--- src/rtl/tlbpt_pkg.sv ---
// ----------------------------------------------------------------------------
// tlbpt_pkg: shared types and constants for the TLB page table translator
// Field widths of the address and result ports and the controller states.
// ----------------------------------------------------------------------------
package tlbpt_pkg;

  localparam int ADDR_W      = 16;
  localparam int OFFSET_BITS = 8;
  localparam int RAW_PAGE_W  = ADDR_W - OFFSET_BITS;
  localparam int RAW_PAGES   = 1 << RAW_PAGE_W;
  localparam int FRAME_W     = 8;
  localparam int HIT_CNT_W   = 16;
  localparam int FAULT_CNT_W = 9;

  localparam logic [HIT_CNT_W-1:0]   HIT_MAX   = '1;
  localparam logic [FAULT_CNT_W-1:0] FAULT_MAX = '1;

  typedef enum logic [1:0] {
    S_IDLE   = 2'b01,
    S_LOOKUP = 2'b10
  } state_t;

endpackage

--- src/rtl/tlb_page_table_translate_top.sv ---
// ----------------------------------------------------------------------------
// tlb_page_table_translate_top: TLB-fronted demand-paging address translator
// LRU TLB in slot registers, page table in a synchronous frame memory.
// ----------------------------------------------------------------------------
// Usage:
//   Command channel: drive logical_address and raise start; the address
//   transfers at a rising edge where start is high and busy is low.
//   Result channel: done is high for exactly one cycle and carries
//   physical_address, frame_number, tlb_hit, page_fault, tlb_hit_count and
//   fault_count. The receiver cannot stall; it must take the result then.
// Timing:
//   Transfer edge: the page index is looked up in a constant modulo table
//   and the frame memory is read into a registered output.
//   Lookup state: TLB compare, frame select, page table and TLB update; the
//   result registers and done load as the lookup state ends.
//   busy is high for one cycle after each transfer, so a new address is
//   taken only once the lookup state has ended.
//   The frame memory write lands before the next read can be issued, so no
//   forwarding is needed.
// Reset:
//   rst (synchronous, active high) empties the TLB, clears all page valid
//   bits, the free frame pointer and both counters. No clearing pass runs;
//   the block accepts an address as soon as rst is released.
// ----------------------------------------------------------------------------
module tlb_page_table_translate_top #(
  parameter int TLB_ENTRIES = 16,
  parameter int PAGE_COUNT  = 256,
  parameter int FRAME_COUNT = 256
) (
  input  logic                                 clk,
  input  logic                                 rst,
  input  logic                                 start,
  output logic                                 busy,
  input  logic [tlbpt_pkg::ADDR_W-1:0]         logical_address,
  output logic                                 done,
  output logic [tlbpt_pkg::ADDR_W-1:0]         physical_address,
  output logic [tlbpt_pkg::FRAME_W-1:0]        frame_number,
  output logic                                 tlb_hit,
  output logic                                 page_fault,
  output logic [tlbpt_pkg::HIT_CNT_W-1:0]      tlb_hit_count,
  output logic [tlbpt_pkg::FAULT_CNT_W-1:0]    fault_count
);

  localparam int PAGE_W = $clog2(PAGE_COUNT);
  localparam int FILL_W = $clog2(TLB_ENTRIES + 1);
  localparam int NFF_W  = $clog2(FRAME_COUNT + 1);
  localparam int RAW_W  = tlbpt_pkg::RAW_PAGE_W;
  localparam int RAWS   = tlbpt_pkg::RAW_PAGES;
  localparam int OFF_W  = tlbpt_pkg::OFFSET_BITS;
  localparam int FR_W   = tlbpt_pkg::FRAME_W;

  // Raw page number reduced modulo the page count, built at elaboration.
  function automatic logic [RAWS*PAGE_W-1:0] build_mod_tab();
    logic [RAWS*PAGE_W-1:0] tab;
    tab = '0;
    for (int i = 0; i < RAWS; i++) begin
      tab[i*PAGE_W +: PAGE_W] = PAGE_W'(i % PAGE_COUNT);
    end
    return tab;
  endfunction

  localparam logic [RAWS*PAGE_W-1:0] MOD_TAB = build_mod_tab();

  tlbpt_pkg::state_t state, state_next;

  logic                   accept;
  logic                   lookup;
  logic [RAW_W-1:0]       pg_raw;
  logic [PAGE_W-1:0]      pg_in;
  logic [PAGE_W-1:0]      pg_q;
  logic [OFF_W-1:0]       off_q;

  logic [FR_W-1:0]        frame_mem [PAGE_COUNT];
  logic [FR_W-1:0]        mem_rd;
  logic [PAGE_COUNT-1:0]  page_valid;

  logic [PAGE_W-1:0]      tlb_tag   [TLB_ENTRIES];
  logic [FR_W-1:0]        tlb_frame [TLB_ENTRIES];
  logic [PAGE_W-1:0]      tag_src   [TLB_ENTRIES];
  logic [FR_W-1:0]        frame_src [TLB_ENTRIES];
  logic [FILL_W-1:0]      tlb_fill;
  logic [TLB_ENTRIES-1:0] tlb_match;
  logic [TLB_ENTRIES-1:0] at_or_after;
  logic [TLB_ENTRIES-1:0] shift_en;
  logic [FR_W-1:0]        hit_frame;
  logic                   hit;
  logic                   full;
  logic [FILL_W-1:0]      ins_slot;

  logic [NFF_W-1:0]       next_free_frame;
  logic [NFF_W-1:0]       alloc_frame;
  logic                   fault;
  logic [FR_W-1:0]        fr_sel;

  logic [tlbpt_pkg::HIT_CNT_W-1:0]   hit_total;
  logic [tlbpt_pkg::HIT_CNT_W-1:0]   hit_total_next;
  logic [tlbpt_pkg::FAULT_CNT_W-1:0] fault_total;
  logic [tlbpt_pkg::FAULT_CNT_W-1:0] fault_total_next;

  assign accept = start && (state == tlbpt_pkg::S_IDLE);
  assign lookup = (state == tlbpt_pkg::S_LOOKUP);
  assign busy   = lookup;

  assign pg_raw = logical_address[tlbpt_pkg::ADDR_W-1 -: RAW_W];
  assign pg_in  = MOD_TAB[pg_raw*PAGE_W +: PAGE_W];

  always_comb begin
    state_next = state;
    case (state)
      tlbpt_pkg::S_IDLE:   if (start) state_next = tlbpt_pkg::S_LOOKUP;
      tlbpt_pkg::S_LOOKUP: state_next = tlbpt_pkg::S_IDLE;
      default:             state_next = tlbpt_pkg::S_IDLE;
    endcase
  end

  always_ff @(posedge clk) begin
    if (rst) begin
      state <= tlbpt_pkg::S_IDLE;
    end else begin
      state <= state_next;
    end
  end

  // Capture the request and issue the frame memory read at transfer.
  always_ff @(posedge clk) begin
    if (accept) begin
      pg_q  <= pg_in;
      off_q <= logical_address[OFF_W-1:0];
    end
  end

  always_ff @(posedge clk) begin
    if (lookup && fault) begin
      frame_mem[pg_q] <= fr_sel;
    end
    if (accept) begin
      mem_rd <= frame_mem[pg_in];
    end
  end

  // TLB compare across occupied slots; tags are unique, so at most one hits.
  always_comb begin
    logic run;
    tlb_match   = '0;
    at_or_after = '0;
    hit_frame   = '0;
    run         = 1'b0;
    for (int k = 0; k < TLB_ENTRIES; k++) begin
      if ((FILL_W'(k) < tlb_fill) && (tlb_tag[k] == pg_q)) begin
        tlb_match[k] = 1'b1;
        hit_frame    = hit_frame | tlb_frame[k];
      end
      run            = run | tlb_match[k];
      at_or_after[k] = run;
    end
  end

  assign hit      = |tlb_match;
  assign full     = (tlb_fill == FILL_W'(TLB_ENTRIES));
  assign shift_en = hit ? at_or_after : {TLB_ENTRIES{full}};
  assign ins_slot = (hit || full) ? tlb_fill - FILL_W'(1) : tlb_fill;

  assign fault       = !hit && !page_valid[pg_q];
  // Wrap the free frame pointer before allocating once frames run out.
  assign alloc_frame = (next_free_frame == NFF_W'(FRAME_COUNT)) ? '0 : next_free_frame;

  always_comb begin
    if (hit) begin
      fr_sel = hit_frame;
    end else if (page_valid[pg_q]) begin
      fr_sel = mem_rd;
    end else begin
      fr_sel = FR_W'(alloc_frame);
    end
  end

  for (genvar k = 0; k < TLB_ENTRIES; k++) begin : g_src
    if (k < TLB_ENTRIES - 1) begin : g_next
      assign tag_src[k]   = tlb_tag[k+1];
      assign frame_src[k] = tlb_frame[k+1];
    end else begin : g_last
      assign tag_src[k]   = tlb_tag[k];
      assign frame_src[k] = tlb_frame[k];
    end
  end

  // Shift newer entries toward slot 0 and append the access as newest.
  always_ff @(posedge clk) begin
    if (lookup) begin
      for (int k = 0; k < TLB_ENTRIES; k++) begin
        if (FILL_W'(k) == ins_slot) begin
          tlb_tag[k]   <= pg_q;
          tlb_frame[k] <= fr_sel;
        end else if (shift_en[k]) begin
          tlb_tag[k]   <= tag_src[k];
          tlb_frame[k] <= frame_src[k];
        end
      end
    end
  end

  assign hit_total_next = (hit && (hit_total != tlbpt_pkg::HIT_MAX)) ?
                          hit_total + tlbpt_pkg::HIT_CNT_W'(1) : hit_total;
  assign fault_total_next = (fault && (fault_total != tlbpt_pkg::FAULT_MAX)) ?
                            fault_total + tlbpt_pkg::FAULT_CNT_W'(1) : fault_total;

  always_ff @(posedge clk) begin
    if (rst) begin
      tlb_fill        <= '0;
      page_valid      <= '0;
      next_free_frame <= '0;
      hit_total       <= '0;
      fault_total     <= '0;
      done            <= 1'b0;
    end else begin
      done <= lookup;
      if (lookup) begin
        hit_total   <= hit_total_next;
        fault_total <= fault_total_next;
        if (!hit && !full) begin
          tlb_fill <= tlb_fill + FILL_W'(1);
        end
        if (fault) begin
          page_valid[pg_q] <= 1'b1;
          next_free_frame  <= alloc_frame + NFF_W'(1);
        end
      end
    end
  end

  always_ff @(posedge clk) begin
    if (lookup) begin
      physical_address <= {fr_sel, off_q};
      frame_number     <= fr_sel;
      tlb_hit          <= hit;
      page_fault       <= fault;
      tlb_hit_count    <= hit_total_next;
      fault_count      <= fault_total_next;
    end
  end

`ifndef ASSERT_OFF
  a_done_after_lookup: assert property (@(posedge clk) disable iff (rst)
    done |-> $past(busy))
    else $error("result strobe without a preceding lookup cycle");

  a_busy_single: assert property (@(posedge clk) disable iff (rst)
    busy |=> !busy)
    else $error("lookup lasted more than one cycle");

  a_accept_starts: assert property (@(posedge clk) disable iff (rst)
    (start && !busy) |=> busy)
    else $error("transfer did not start a lookup");

  a_fill_bound: assert property (@(posedge clk) disable iff (rst)
    tlb_fill <= FILL_W'(TLB_ENTRIES))
    else $error("TLB fill count beyond capacity");

  a_hit_not_fault: assert property (@(posedge clk) disable iff (rst)
    done |-> !(tlb_hit && page_fault))
    else $error("TLB hit reported together with a page fault");
`endif

endmodule
--- config.mk ---
export PLATFORM = sky130hd
export DESIGN_NAME = tlb_page_table_translate_top
export DESIGN_NICKNAME = d
export VERILOG_FILES = /design/src/rtl/tlbpt_pkg.sv /design/src/rtl/tlb_page_table_translate_top.sv
export SDC_FILE = /design/constraint.sdc
export NUM_CORES = 2
export LEC_CHECK = 0
export BUFFER_PORTS_ARGS = -buffer_cell sky130_fd_sc_hd__buf_4
export CELL_PAD_IN_SITES_DETAIL_PLACEMENT = 0
export CELL_PAD_IN_SITES_GLOBAL_PLACEMENT = 1
export CORE_UTILIZATION = 35
export DETAILED_ROUTE_END_ITERATION = 10
export PLACE_DENSITY_LB_ADDON = 0.1
export SLEW_MARGIN = 20
export SYNTH_ARGS = -nofsm -noshare
export SYNTH_HDL_FRONTEND = slang
export SYNTH_SLANG_ARGS = --single-unit
export TNS_END_PERCENT = 10
--- constraint.sdc ---
create_clock -name clk -period 9 [get_ports clk]
set_input_delay 1.8 -clock clk [delete_from_list [all_inputs] [get_ports clk]]
set_output_delay 1.8 -clock clk [all_outputs]
set_load 0.05 [all_outputs]
==> flow_summary.yaml <==
outcome:
  status: "finished, final reports clean"
clocking:
  htreeDepth: 5
  cts_resized: 0
  cts.clk_slew.worst_paths_ns: 0.06
  clock_latency_ns: 0.90
  cts_buffers: 302
  clock-sinks: 2669
  tritoncts: "done"
  root_buffer: "clkbuf_16"
  post-cts-setup-buffers: 0
  clock_path_buffers: 4
  postCtsHoldBufs: 0
final_layout:
  drive_gt1_frac: 0.337
  fill_cells: 27300
  utilization: 0.404
  area_growth_pct: 14.8
  nets: 5560
critical_path:
  cp-end-kind: "flip-flop"
  cpPeakStageDelay_ns: 0.97
  crit_top_cell: "buf_4"
  crit_slowest_cell: "or4_4"
  critPathBufInv: 4
  crit_chain: "buf_4 -> xor2_1 -> a211oi_1 -> and3_1 -> nor4_1 -> and4_1 -> inv_2 -> or4_4 -> buf_4 -> buf_4 -> nor3_2"
  critical_path_arrival_ns: 7.35
  path_class: "reg -> reg"
  crit_fanout: 42
  cp-start-kind: "flip-flop"
  critPathTopFamily: "simple AND/OR/NAND/NOR gates"
  cp.required_ns: 9.51
sta:
  finalSetupTns_ns: 0
  slew_headroom: 0.204
  drv_slew: 0
  finClkSkew_ns: 0.0420
  layout_min_cycle_time_ns: 6.83
  rsz0062_at_grt: "no"
  whs_ns: 0.416
  post-route-period-util: 0.759
  hold_viol: 0
  setup_viol: 0
  final.setup.worst_slack_ns: 2.17
  max_slew.worst_pin.slew_ns: 1.19
  fmax_mhz: 146
drt:
  routedWlPerCell_um: 31.2
  wl_um: 309000
  ant_nets: 0
  first_pass_iters: 5
  drc: 0
  dr_total_vias: 52800
  drtIter0Drc: 4308
  via_per_inst: 5.34
synth:
  synthCells: 5350
  synth_edf_count: 2371
  synth_top_family_by_area: "multiplexers"
  synthMuxAreaShare: 0.182
  syn_avg_cell_area_um2: 20.1
  synth_fa_ha_area_frac: 0.00105
  synth_compound_area_frac: 0.0273
  syn_area_mm2: 0.108
  yosys.area_share.simple: 0.0421
  ys_warn_count: 0
  ys_seq_area_frac: 0.717
  synthFlopType: "edfxtp_1"
  synthXorXnorAreaFrac: 0.0143
  ys_ff_latch: 2669
  syn_nets: 5378
  yosysUniqueCellTypes: 65
  async_reset_ff_frac: 0
grt:
  grt_max_degree: 185
  grt_pass1_vias: 55200
  grt_pass1_wl_um: 439000
  grtUsageTotal: 0.200
  gr-total-overflow: 0
  antenna_found_initial: 15
power:
  p_leak_nw: 38.6
  finalPower_w: 0.0268
  powerDensity_mw_per_mm2: 217
  vdd_ir_drop_max_v: 0.000142
floorplanning:
  core_area_mm2: 0.306
  die_w_um: 556
  ios: 72
  rows: 203
  fp.dieArea_mm2: 0.310
  start_util: 0.352
  die_h_um: 556
placed_design:
  preCtsSetupSlack_ns: 2.23
  gp_congestion: 0.788
  hpwl_um: 191000
  port_buffers: 71
worst_hold_path:
  worst_hold_path_type: "reg -> reg"
run:
  drv_cap: 0
-- synth_stat cells (all sizes together), types with 11 or more instances --
master	instances	area, µm²
xor2	47	412
nor4	20	153
nor2	222	836
mux2	244	2750
a22o	14	123
edfxtp	2371	71200
buf	184	926
xnor2	129	1130
or2	11	68.8
nor3	264	2410
a221oi	15	150
mux4	744	16800
o21ai	26	130
o21a	194	1460
nand3	40	200
nand2	76	285
dfxtp	298	5970
a22oi	80	611
a21oi	42	229
nand4	33	206
clkbuf	179	672
inv	14	52.6
and3	12	75.1
mux2i	11	110
-- final timing paths --
kind                                          from                             to  slack [ns]  cells after the start
worst max-delay path             pg_q[6]$_DFFE_PP_    frame_mem[124][0]$_DFFE_PP_        2.17                     11
worst min-delay path            off_q[7]$_DFFE_PP_  physical_address[7]$_DFFE_PP_        0.42                      0
worst max register to register   pg_q[6]$_DFFE_PP_    frame_mem[124][0]$_DFFE_PP_        2.17                     11
worst min register to register  off_q[7]$_DFFE_PP_  physical_address[7]$_DFFE_PP_        0.42                      0
-- power breakdown --
group	internal, W	leakage (nW)	switching, W	total (W)
Clock	0.00726	4.88	0.00507	0.0123
Combinational	0.000440	9.42	0.000696	0.00114
Sequential	0.0133	24.3	0.00000949	0.0133
Total	0.0210	38.6	0.00577	0.0268
-- cells by family (layout without fill, tap and decap cells) --
| group | Yosys count | count (layout) |
|---|---|---|
| DFF | 2669 | 2669 |
| muxes | 999 | 999 |
| and+or+nand+nor | 721 | 721 |
| AOI/OAI and AO/OA | 398 | 398 |
| buffers and inverters | 378 | 812 |
| xor gates and xnor gates | 176 | 176 |
| adders and majority gates | 9 | 9 |
| other | 0 | 1 |
-- layout make-up --
| cell class | instances | area, µm² | share of cell area |
|---|---|---|---|
| clock buffer | 402 | 8460 | 0.0685 |
| clock inverter | 154 | 1440 | 0.0116 |
| inverter | 15 | 63.8 | 0.000517 |
| multi-input combinational | 2303 | 29000 | 0.235 |
| tap | 4100 | 5130 | 0.0416 |
| antenna | 1 | 2.50 | 0.0000203 |
| sequential | 2669 | 77200 | 0.625 |
| timing repair buffer | 241 | 2190 | 0.0177 |
-- registers in the layout, summed over array words and instances (netlist names) --
name / flops
tlb_hit_count: 16
tlb_frame: 128
frame_mem: 2048
page_fault: 1
fault_count: 9
off_q: 8
state: 2
next_free_frame: 9
tlb_hit: 1
pg_q: 8
page_valid: 256
tlb_fill: 5
fault_total: 9
tlb_tag: 128
mem_rd: 8
done: 1
physical_address: 16
hit_total: 16
-- stage by stage --
stage,std cells,instance area [µm²]
floorplan,5350,108000
global placement,9327,113000
detailed placement,9328,114000
CTS,9884,123000
global route,9885,123000
finish,9885,123000
-- layer usage --
layer  track usage  share of wire  vias up
li1              -              -    22400
met1         0.281           0.45    28800
met2         0.327           0.48     1195
met3        0.0275          0.041      383
met4        0.0468          0.022        0
met5             0              0        -
-- cells in the final DEF, fill, tap and decap left out, types with 7 or more instances in the layout --
| master | Yosys | layout |
|---|---|---|
| mux2_1 | 24 | 24 |
| nand2_1 | 76 | 63 |
| xor2_1 | 47 | 47 |
| clkinv_8 | 0 | 10 |
| nor3_2 | 217 | 225 |
| mux4_2 | 744 | 744 |
| a21oi_1 | 37 | 34 |
| a22oi_1 | 78 | 78 |
| o21ai_1 | 7 | 8 |
| bufinv_16 | 0 | 22 |
| a22o_1 | 14 | 14 |
| mux2_2 | 220 | 220 |
| nor2b_1 | 10 | 8 |
| dfxtp_1 | 298 | 298 |
| nand2_2 | 0 | 12 |
| edfxtp_1 | 2371 | 2371 |
| clkbuf_8 | 0 | 25 |
| nor2_1 | 221 | 215 |
| inv_1 | 13 | 12 |
| o21ai_0 | 19 | 12 |
| or2_1 | 8 | 8 |
| nand4_1 | 33 | 33 |
| buf_12 | 0 | 28 |
| and3_1 | 12 | 12 |
| clkbuf_1 | 179 | 62 |
| buf_4 | 26 | 208 |
| nand3_1 | 40 | 35 |
| xnor2_1 | 129 | 129 |
| clkinv_2 | 0 | 66 |
| a221oi_1 | 12 | 12 |
| mux2i_1 | 11 | 11 |
| a21oi_2 | 5 | 7 |
| nor3_1 | 47 | 38 |
| clkbuf_16 | 0 | 315 |
| clkinv_1 | 1 | 44 |
| nor4_1 | 17 | 16 |
| o21a_1 | 194 | 194 |
| ha_1 | 9 | 9 |
Power figures use the tool's default switching activity.
